**src/rtl/core/bch_pkg.sv**
```systemverilog
// Shared types and constants for the barometric compensation and health block.
// No dependencies; imported by bch_health, baro_compensation_health_top and the testbench.
package bch_pkg;

  // Field widths
  localparam int RAW_W  = 24;
  localparam int COEF_W = 16;
  localparam int TEMP_W = 15;
  localparam int PRES_W = 17;
  localparam int IDX_W  = 3;
  localparam int NUM_COEF = 6;

  // Datapath widths
  localparam int DT_W   = 25;   // D2 - C5*256
  localparam int MUL_W  = 26;   // shared multiplier operand
  localparam int PROD_W = 52;   // shared multiplier product
  localparam int ACC_W  = 48;   // OFF, SENS and their corrections
  localparam int SUM_W  = 64;   // D1 * SENS
  localparam int TMP_W  = 20;   // internal temperature
  localparam int T2_W   = 18;   // dT^2 >> 31

  // Calibration register indexes
  localparam logic [IDX_W-1:0] REG_SENS    = 3'd0;
  localparam logic [IDX_W-1:0] REG_OFF     = 3'd1;
  localparam logic [IDX_W-1:0] REG_SENS_TC = 3'd2;
  localparam logic [IDX_W-1:0] REG_OFF_TC  = 3'd3;
  localparam logic [IDX_W-1:0] REG_TREF    = 3'd4;
  localparam logic [IDX_W-1:0] REG_TSLOPE  = 3'd5;

  // Health counter limits
  localparam logic [3:0] STUCK_LIMIT   = 4'd10;
  localparam logic [5:0] RECOVER_LIMIT = 6'd50;
  localparam logic [3:0] CLEAN_LIMIT   = 4'd10;
  localparam logic [2:0] FAULT_LIMIT   = 3'd5;

  // Update request from the sequencer to the health monitor
  typedef struct packed {
    logic              upd;
    logic              fault;
    logic [PRES_W-1:0] pres;
  } health_req_t;

  // Health flags after the current item
  typedef struct packed {
    logic stuck;
    logic connected;
    logic error;
    logic reinit;
  } health_t;

endpackage

```
**src/rtl/core/bch_health.sv**
```systemverilog
// Sensor health monitor: stuck-pressure detector, clean and fault run counters.
// Depends on bch_pkg. Flags show the state after the item being committed.
module bch_health (
  input  logic                 clk,
  input  logic                 rst,
  input  bch_pkg::health_req_t req,
  output bch_pkg::health_t     flags
);
  import bch_pkg::*;

  logic [PRES_W-1:0] last_pressure, last_pressure_next;
  logic [3:0]        stuck_count, stuck_count_next;
  logic [5:0]        change_count, change_count_next;
  logic              stuck_flag, stuck_flag_next;
  logic [3:0]        clean_count, clean_count_next;
  logic [2:0]        fault_count, fault_count_next;
  logic              connected_flag, connected_flag_next;
  logic              error_flag, error_flag_next;

  // Next state for the item on req
  always_comb begin
    last_pressure_next  = last_pressure;
    stuck_count_next    = stuck_count;
    change_count_next   = change_count;
    stuck_flag_next     = stuck_flag;
    clean_count_next    = clean_count;
    fault_count_next    = fault_count;
    connected_flag_next = connected_flag;
    error_flag_next     = error_flag;
    if (req.fault) begin
      clean_count_next    = '0;
      if (fault_count < FAULT_LIMIT) fault_count_next = fault_count + 3'd1;
      connected_flag_next = 1'b0;
      error_flag_next     = 1'b1;
    end else begin
      if (last_pressure == req.pres) begin
        if (change_count > 6'd1) change_count_next = change_count - 6'd1;
        if (stuck_count < STUCK_LIMIT) stuck_count_next = stuck_count + 4'd1;
      end else begin
        if (stuck_count > 4'd1) stuck_count_next = stuck_count - 4'd1;
        last_pressure_next = req.pres;
        if (change_count < RECOVER_LIMIT) change_count_next = change_count + 6'd1;
      end
      if (stuck_count_next == STUCK_LIMIT) begin
        stuck_flag_next = 1'b1;
        error_flag_next = 1'b1;
      end else if (change_count_next == RECOVER_LIMIT) begin
        stuck_flag_next = 1'b0;
      end
      if (clean_count < CLEAN_LIMIT) clean_count_next = clean_count + 4'd1;
      fault_count_next = '0;
    end
    // recovery once a clean run completes
    if (clean_count_next == CLEAN_LIMIT && !stuck_flag_next) begin
      connected_flag_next = 1'b1;
      error_flag_next     = 1'b0;
    end
  end

  assign flags.stuck     = stuck_flag_next;
  assign flags.connected = connected_flag_next;
  assign flags.error     = error_flag_next;
  assign flags.reinit    = (fault_count_next == FAULT_LIMIT);

  // State update
  always_ff @(posedge clk) begin
    if (rst) begin
      last_pressure  <= '0;
      stuck_count    <= '0;
      change_count   <= '0;
      stuck_flag     <= 1'b0;
      clean_count    <= '0;
      fault_count    <= '0;
      connected_flag <= 1'b0;
      error_flag     <= 1'b0;
    end else if (req.upd) begin
      last_pressure  <= last_pressure_next;
      stuck_count    <= stuck_count_next;
      change_count   <= change_count_next;
      stuck_flag     <= stuck_flag_next;
      clean_count    <= clean_count_next;
      fault_count    <= fault_count_next;
      connected_flag <= connected_flag_next;
      error_flag     <= error_flag_next;
    end
  end

endmodule

```
**src/rtl/core/baro_compensation_health_top.sv**
```systemverilog
// Barometric sensor second-order temperature compensation with health flags.
// A clean item steps the sequencer through every state up to ST_FIN; a faulty one jumps straight
// from ST_IDLE to ST_FIN. A clean item makes eight passes through the one shared 26x26
// multiplier plus the add and clamp steps; no new beat while busy, and a stalled
// output holds the sequencer in its last step.
// Reset (rst, synchronous): calibration words and all health state clear to zero.
// Depends on bch_pkg and bch_health.
module baro_compensation_health_top (
  input  logic                       clk,
  input  logic                       rst,
  // input stream: [23:0] raw_pressure, [47:24] raw_temperature
  input  logic                       s_tvalid,
  output logic                       s_tready,
  input  logic [47:0]                s_tdata,
  // output stream: [14:0] temperature, [31:15] pressure, [32] sample_valid,
  // [33] data_error, [34] sensor_connected, [35] sensor_error, [36] reinit_request
  output logic                       m_tvalid,
  input  logic                       m_tready,
  output logic [39:0]                m_tdata,
  // calibration write channel
  input  logic                       cfg_valid,
  output logic                       cfg_ready,
  input  logic [bch_pkg::IDX_W-1:0]  cfg_index,
  input  logic [bch_pkg::COEF_W-1:0] cfg_data
);
  import bch_pkg::*;

  typedef enum logic [3:0] {
    ST_IDLE, ST_DT, ST_MT, ST_MOFF, ST_MSENS, ST_MT2, ST_MA, ST_MB,
    ST_SEC1, ST_SEC2, ST_MPL, ST_MPH, ST_PSUM, ST_PDIFF, ST_FIN
  } state_t;

  typedef struct packed {
    logic                     reinit;
    logic                     error;
    logic                     connected;
    logic                     data_error;
    logic                     sample_valid;
    logic [PRES_W-1:0]        pressure;
    logic signed [TEMP_W-1:0] temperature;
  } out_t;

  localparam logic signed [TMP_W-1:0] T_REF  = 20'sd2000;
  localparam logic signed [TMP_W-1:0] T_COLD = -20'sd1500;
  localparam logic signed [TMP_W-1:0] T_MIN  = -20'sd4000;
  localparam logic signed [TMP_W-1:0] T_MAX  = 20'sd8500;
  localparam logic signed [ACC_W-1:0] P_MIN  = 48'sd1000;
  localparam logic signed [ACC_W-1:0] P_MAX  = 48'sd120000;

  state_t                   state;
  logic [COEF_W-1:0]        coeff [NUM_COEF];
  logic [RAW_W-1:0]         d1, d2;
  logic                     fault;
  logic signed [DT_W-1:0]   dt;
  logic signed [TMP_W-1:0]  temp;
  logic [T2_W-1:0]          t2;
  logic signed [ACC_W-1:0]  off, sens, a_sq, off2, sens2, pdiff;
  logic signed [PROD_W-1:0] prod, plo;
  logic signed [SUM_W-1:0]  psum;
  logic signed [MUL_W-1:0]  mul_a, mul_b;
  out_t                     out_q;
  logic                     out_q_valid;

  logic                     in_fault, coef_zero, low, cold;
  logic signed [ACC_W-1:0]  b_sq, a5, p_full;
  logic signed [TMP_W-1:0]  temp_sat;
  logic [PRES_W-1:0]        pres_sat;
  health_req_t              hreq;
  health_t                  hflags;
  logic                     out_free;

  assign s_tready  = (state == ST_IDLE);
  assign cfg_ready = 1'b1;
  assign m_tvalid  = out_q_valid;
  assign m_tdata   = {3'b000, out_q};
  assign out_free  = !out_q_valid || m_tready;

  // Read fault check on the incoming beat and the calibration words
  always_comb begin
    coef_zero = 1'b0;
    for (int i = 0; i < NUM_COEF; i++) begin
      if (coeff[i] == '0) coef_zero = 1'b1;
    end
    in_fault = coef_zero
            || s_tdata[RAW_W-1:0] == '0 || s_tdata[RAW_W-1:0] == '1
            || s_tdata[2*RAW_W-1:RAW_W] == '0 || s_tdata[2*RAW_W-1:RAW_W] == '1;
  end

  // Operand select for the shared multiplier
  always_comb begin
    mul_a = '0;
    mul_b = '0;
    unique case (state)
      ST_MT: begin
        mul_a = MUL_W'(dt);
        mul_b = signed'(MUL_W'(coeff[REG_TSLOPE]));
      end
      ST_MOFF: begin
        mul_a = signed'(MUL_W'(coeff[REG_OFF_TC]));
        mul_b = MUL_W'(dt);
      end
      ST_MSENS: begin
        mul_a = signed'(MUL_W'(coeff[REG_SENS_TC]));
        mul_b = MUL_W'(dt);
      end
      ST_MT2: begin
        mul_a = MUL_W'(dt);
        mul_b = MUL_W'(dt);
      end
      ST_MA: begin
        mul_a = MUL_W'(temp - T_REF);
        mul_b = MUL_W'(temp - T_REF);
      end
      ST_MB: begin
        mul_a = MUL_W'(temp - T_COLD);
        mul_b = MUL_W'(temp - T_COLD);
      end
      ST_MPL: begin
        mul_a = signed'(MUL_W'(d1));
        mul_b = signed'(MUL_W'(sens[19:0]));
      end
      ST_MPH: begin
        mul_a = signed'(MUL_W'(d1));
        mul_b = MUL_W'(sens >>> 20);
      end
      default: begin
        mul_a = '0;
        mul_b = '0;
      end
    endcase
  end

  // Second-order terms and output saturation
  always_comb begin
    low    = (temp < T_REF);
    cold   = (temp < T_COLD);
    b_sq   = ACC_W'(prod);
    a5     = a_sq + (a_sq <<< 2);
    p_full = pdiff >>> 15;
    if (temp < T_MIN)      temp_sat = T_MIN;
    else if (temp > T_MAX) temp_sat = T_MAX;
    else                   temp_sat = temp;
    if (p_full < P_MIN)      pres_sat = PRES_W'(P_MIN);
    else if (p_full > P_MAX) pres_sat = PRES_W'(P_MAX);
    else                     pres_sat = PRES_W'(p_full);
  end

  assign hreq.upd   = (state == ST_FIN) && out_free;
  assign hreq.fault = fault;
  assign hreq.pres  = fault ? '0 : pres_sat;

  bch_health u_health (
    .clk   (clk),
    .rst   (rst),
    .req   (hreq),
    .flags (hflags)
  );

  // Calibration registers
  always_ff @(posedge clk) begin
    if (rst) begin
      for (int i = 0; i < NUM_COEF; i++) coeff[i] <= '0;
    end else if (cfg_valid) begin
      for (int i = 0; i < NUM_COEF; i++) begin
        if (cfg_index == IDX_W'(i)) coeff[i] <= cfg_data;
      end
    end
  end

  // Shared multiplier, product registered
  always_ff @(posedge clk) begin
    prod <= PROD_W'(mul_a * mul_b);
  end

  // Sequencer and datapath
  always_ff @(posedge clk) begin
    if (rst) begin
      state       <= ST_IDLE;
      out_q_valid <= 1'b0;
    end else begin
      // output beat loads on the last step, drains on m_tready
      if (state == ST_FIN && out_free) out_q_valid <= 1'b1;
      else if (m_tready)               out_q_valid <= 1'b0;
      unique case (state)
        ST_IDLE: begin
          if (s_tvalid) begin
            d1    <= s_tdata[RAW_W-1:0];
            d2    <= s_tdata[2*RAW_W-1:RAW_W];
            fault <= in_fault;
            state <= in_fault ? ST_FIN : ST_DT;
          end
        end
        ST_DT: begin
          dt    <= signed'({1'b0, d2}) - signed'({1'b0, coeff[REG_TREF], 8'h00});
          state <= ST_MT;
        end
        ST_MT:    state <= ST_MOFF;
        ST_MOFF: begin
          temp  <= TMP_W'(prod >>> 23) + T_REF;
          state <= ST_MSENS;
        end
        ST_MSENS: begin
          off   <= ACC_W'(prod >>> 7) + signed'(ACC_W'({coeff[REG_OFF], 16'h0000}));
          state <= ST_MT2;
        end
        ST_MT2: begin
          sens  <= ACC_W'(prod >>> 8) + signed'(ACC_W'({coeff[REG_SENS], 15'h0000}));
          state <= ST_MA;
        end
        ST_MA: begin
          t2    <= prod[48:31];
          state <= ST_MB;
        end
        ST_MB: begin
          a_sq  <= ACC_W'(prod);
          state <= ST_SEC1;
        end
        ST_SEC1: begin
          // prod holds (TEMP+1500)^2 here
          if (!low) begin
            off2  <= '0;
            sens2 <= '0;
          end else if (cold) begin
            off2  <= (a5 >>> 1) + ((b_sq <<< 3) - b_sq);
            sens2 <= (a5 >>> 2) + (((b_sq <<< 3) + (b_sq <<< 1) + b_sq) >>> 1);
          end else begin
            off2  <= a5 >>> 1;
            sens2 <= a5 >>> 2;
          end
          state <= ST_SEC2;
        end
        ST_SEC2: begin
          if (low) temp <= temp - signed'(TMP_W'(t2));
          off   <= off - off2;
          sens  <= sens - sens2;
          state <= ST_MPL;
        end
        ST_MPL:   state <= ST_MPH;
        ST_MPH: begin
          plo   <= prod;
          state <= ST_PSUM;
        end
        ST_PSUM: begin
          psum  <= (SUM_W'(prod) <<< 20) + SUM_W'(plo);
          state <= ST_PDIFF;
        end
        ST_PDIFF: begin
          pdiff <= ACC_W'(psum >>> 21) - off;
          state <= ST_FIN;
        end
        ST_FIN: begin
          if (out_free) begin
            out_q.temperature  <= fault ? '0 : TEMP_W'(temp_sat);
            out_q.pressure     <= fault ? '0 : pres_sat;
            out_q.sample_valid <= !fault;
            out_q.data_error   <= hflags.stuck;
            out_q.connected    <= hflags.connected;
            out_q.error        <= hflags.error;
            out_q.reinit       <= hflags.reinit;
            state              <= ST_IDLE;
          end
        end
        default: state <= ST_IDLE;
      endcase
    end
  end

  // A faulty item reports zero temperature and pressure
  a_fault_zero: assert property (@(posedge clk) disable iff (rst)
    m_tvalid && !out_q.sample_valid |-> out_q.pressure == '0 && out_q.temperature == '0)
    else $error("faulty item with non-zero readings");

  // A clean item reports a saturated pressure
  a_pres_range: assert property (@(posedge clk) disable iff (rst)
    m_tvalid && out_q.sample_valid |->
      out_q.pressure >= PRES_W'(1000) && out_q.pressure <= PRES_W'(120000))
    else $error("pressure outside saturation range");

  // Re-init request only follows a faulty item
  a_reinit_fault: assert property (@(posedge clk) disable iff (rst)
    m_tvalid && out_q.reinit |-> !out_q.sample_valid)
    else $error("re-init request on a clean item");

  // A faulty item always drops the connected flag
  a_conn_clean: assert property (@(posedge clk) disable iff (rst)
    m_tvalid && out_q.connected |-> out_q.sample_valid)
    else $error("connected reported on a faulty item");

  // An accepted beat starts the sequencer
  a_busy: assert property (@(posedge clk) disable iff (rst)
    s_tvalid && s_tready |=> !s_tready)
    else $error("sequencer did not leave idle");

endmodule

```
**config.mk**
```make
export PLATFORM = sky130hd
export DESIGN_NAME = baro_compensation_health_top
export DESIGN_NICKNAME = d
export VERILOG_FILES = /design/src/rtl/core/bch_pkg.sv /design/src/rtl/core/bch_health.sv /design/src/rtl/core/baro_compensation_health_top.sv
export SDC_FILE = /design/constraint.sdc
export NUM_CORES = 2
export LEC_CHECK = 0
export BUFFER_PORTS_ARGS = -buffer_cell sky130_fd_sc_hd__buf_2
export CELL_PAD_IN_SITES_DETAIL_PLACEMENT = 2
export CELL_PAD_IN_SITES_GLOBAL_PLACEMENT = 2
export CORE_MARGIN = 2
export CORE_UTILIZATION = 46
export DETAILED_ROUTE_END_ITERATION = 10
export PLACE_DENSITY_LB_ADDON = 0.1
export RECOVER_POWER = 50
export SETUP_SLACK_MARGIN = 0.05
export SLEW_MARGIN = 0
export SYNTH_ARGS = -nofsm -noshare
export SYNTH_HDL_FRONTEND = slang
export SYNTH_SLANG_ARGS = --single-unit
```
**constraint.sdc**
```tcl
create_clock -name clk -period 29 [get_ports clk]
set_clock_uncertainty 0.05 [all_clocks]
set_input_delay 1.45 -clock clk [delete_from_list [all_inputs] [get_ports clk]]
set_output_delay 1.45 -clock clk [all_outputs]
set_load 0.01 [all_outputs]
```
==> reports/results.ini <==
[synthesis]
ys_ff_latch = 683
syn_inst = 7921
seq_area_frac_synth = 0.2647
ys_top_cells_by_area = edfxtp_1, fa_1, ha_1, inv_1, nand2_1
syn_area_per_cell_um2 = 9.332
synth_edf_count = 589
syn_area_um2 = 73920
synth_cell_type_count = 94
synthArstFlopShare = 0
synth_top_cell_by_area = edfxtp_1
synth.top_cell.area_share = 0.2393
synth_ff_type = edfxtp_1
yosys_warnings = 0

[power_and_ir_drop]
pwr-share-seq = 0.135
clockPowerShare = 0.110
power_density_nw_per_um2 = 129.2
ir_drop_v = 0.0001844
p_sw_frac = 0.5311
power_switching_uw = 5487
combPwrFrac = 0.755
total_power_uw = 10330
p_leak_uw = 0.03518
intPower_uw = 4844

[detailed_routing]
routedWlPerCell_um = 31.99
wirelength_um = 325600
viasPerCell = 6.347
drtIter0Drc = 6199
ant_nets = 0
vias = 64597
drt_pass1_iterations = 7
drcViolationCount = 0

[finish]
final_area_um2 = 79970
regArea_um2 = 19570
final_common_cell = inv_1
multi_input_area_um2 = 49610
syn_to_final_growth_pct = 8.196
drive_gt1_frac = 0.04269
final_cell_mix = inv_1, nand2_1, fa_1
nets = 9466
fillerInstances = 16907

[critical_path]
startpoint_type = flop
critPathSlowestCell = clkbuf_1
cp.required_ps = 29560
worstPathArrival_ps = 12570
crit_top_cell = fa_1
cp-end-kind = flop
critical_path.max_stage_delay_ps = 1650
crit_type = reg2reg
critPathMaxFanout = 35

[sta]
slew_violations = 754
fmax_ghz = 0.08324
finalSetupViolCount = 0
min_period_over_period = 0.4142
rsz0062_at_grt = false
hold_violations = 0
maxSlewHeadroom = -1.833
worst_pin_slew_ps = 4249
setup_tns_ps = 0
min_period_ps = 12010

[placed_design]
placed_area_um2 = 77480
dp_hpwl_um = 252000
io_buffers = 110
gp_congestion = 0.9451

[global_routing]
grt-ovfl-total = 0
grt_max_degree = 69
grt_antenna_before_repair = 35
grt_pass1_vias = 71589
grt_pass1_wl_um = 480200
grt.total_usage = 0.3964

[cts]
ctsHtreeMaxLevel = 3
cts_sinks = 683
cts_tree = yes
path_clk_slew_ps = 60
postCtsSetupRepairBufs = 0
post_cts_resized = 0
clock_latency_ps = 740
cts_buffers = 82
clock-root-buffer = clkbuf_16
clockBufferDepth = 3
holdBufCountCts = 0

[die]
core_um2 = 160000
floorplan.rows = 147
pin_count = 115
die_w_um = 404.9
initial_core_util = 0.4619
die_area_um2 = 163900
die_h_um = 404.9

[outcome]
status = finished, violations left
violations = max-capacitance violations, max-slew violations

[job]
cap_violations = 30

[hold_path]
holdCritPathClass = reg2reg

## layer usage
metal	part of all wire	routed length [um]	vias to the layer above	track usage
li1	-	-	27216	-
met1	0.40	130600	33670	0.5128
met2	0.46	151100	2783	0.6399
met3	0.079	25800	906	0.07662
met4	0.055	17930	22	0.1872
met5	0.00047	153	-	0
## cells in the mapped netlist (20+ instances only)
cell type	instances
fa_1	791
nor4_1	67
a21o_1	201
or3_1	35
a222oi_1	33
xnor2_1	297
and3_1	75
nor2b_1	73
dfxtp_1	94
a21oi_1	507
nand3_1	134
nor2_1	528
and2_1	165
nand2b_1	74
a221oi_1	25
a211o_1	25
a31oi_1	72
xor2_1	144
o21ai_0	354
nor3_1	114
nand2_1	928
ha_1	591
edfxtp_1	589
nand4_1	68
o211ai_1	45
a211oi_1	41
a21boi_0	32
or2_2	22
o31ai_1	37
inv_1	1059
buf_1	20
o21bai_1	62
clkbuf_1	223
o21a_1	83
## sequential cells by signal, summed over array words and instances (netlist names), 6 cells and up
signal,flops
a_sq,48
coeff,96
d1,24
d2,24
dt,25
m_tdata,37
off,48
off2,48
pdiff,33
plo,32
prod,52
psum,43
sens,46
sens2,46
t2,18
temp,20
u_health.change_count,6
u_health.last_pressure,17
## cells by family after synthesis
logic type,after synthesis,synth area share
DFF,683,0.2647
AOI/OAI and AO/OA,1709,0.1490
adders and majority gates,1382,0.3143
buffers and inverters,1313,0.06708
other,2,0.0001016
and+or+nand+nor,2371,0.1498
xor gates and xnor gates,441,0.05225
muxes,20,0.002742
## per-stage QoR
step	utilization	cells	setup slack, ps	hold WS [ps]
after global placement	0.4842	10014	18410	356.6
after CTS	0.5018	10167	17630	381.1
final	0.4998	10177	16990	377.8
after detailed placement	0.4842	10014	17810	367.0
after floorplan	-	7923	17440	350.3
after global routing	0.4996	10168	16690	391.7
## final timing paths
| check | from | end | slack, ps | depth (start not counted) |
|---|---|---|---|---|
| setup / recovery | state[1] | prod[49] | 16990 | 28 |
| hold / removal | d2[3] | dt[3] | 380 | 0 |
| setup reg to reg | state[1] | prod[49] | 16990 | 28 |
| hold reg to reg | d2[3] | dt[3] | 380 | 0 |
## worst max-delay path, delay by kind of cell, from the launching register on
kind	cells	cell delay [ps]
compound gates	8	2680
xor+xnor	1	130
fa+ha+maj	8	4400
buf+inv	7	2690
flops	1	660
simple gates	4	1200
## cell type report
cell class                      instances  area share
Antenna cell                           10   0.0003129
Clock buffer                          106     0.02730
Clock inverter                         47    0.007932
Inverter                             1060     0.04975
Multi-Input combinational cell       5927      0.6204
Sequential cell                       683      0.2447
Tap cell                             2086     0.03264
Timing Repair Buffer                  258     0.01701
## power by group through the flow
| stage | clock network, uW | registers [uW] | logic [uW] |
|---|---|---|---|
| 5_1_grt | 1180 | 1400 | 8460 |
| 3_3_place_gp | 0 | 1410 | 7100 |
| 2_1_floorplan | 0 | 1400 | 5170 |
| 6_report | 1140 | 1400 | 7800 |
| 3_5_place_dp | 0 | 1410 | 7570 |
| 4_1_cts | 1140 | 1390 | 7690 |
No activity file was read; power rests on OpenSTA's default activity.
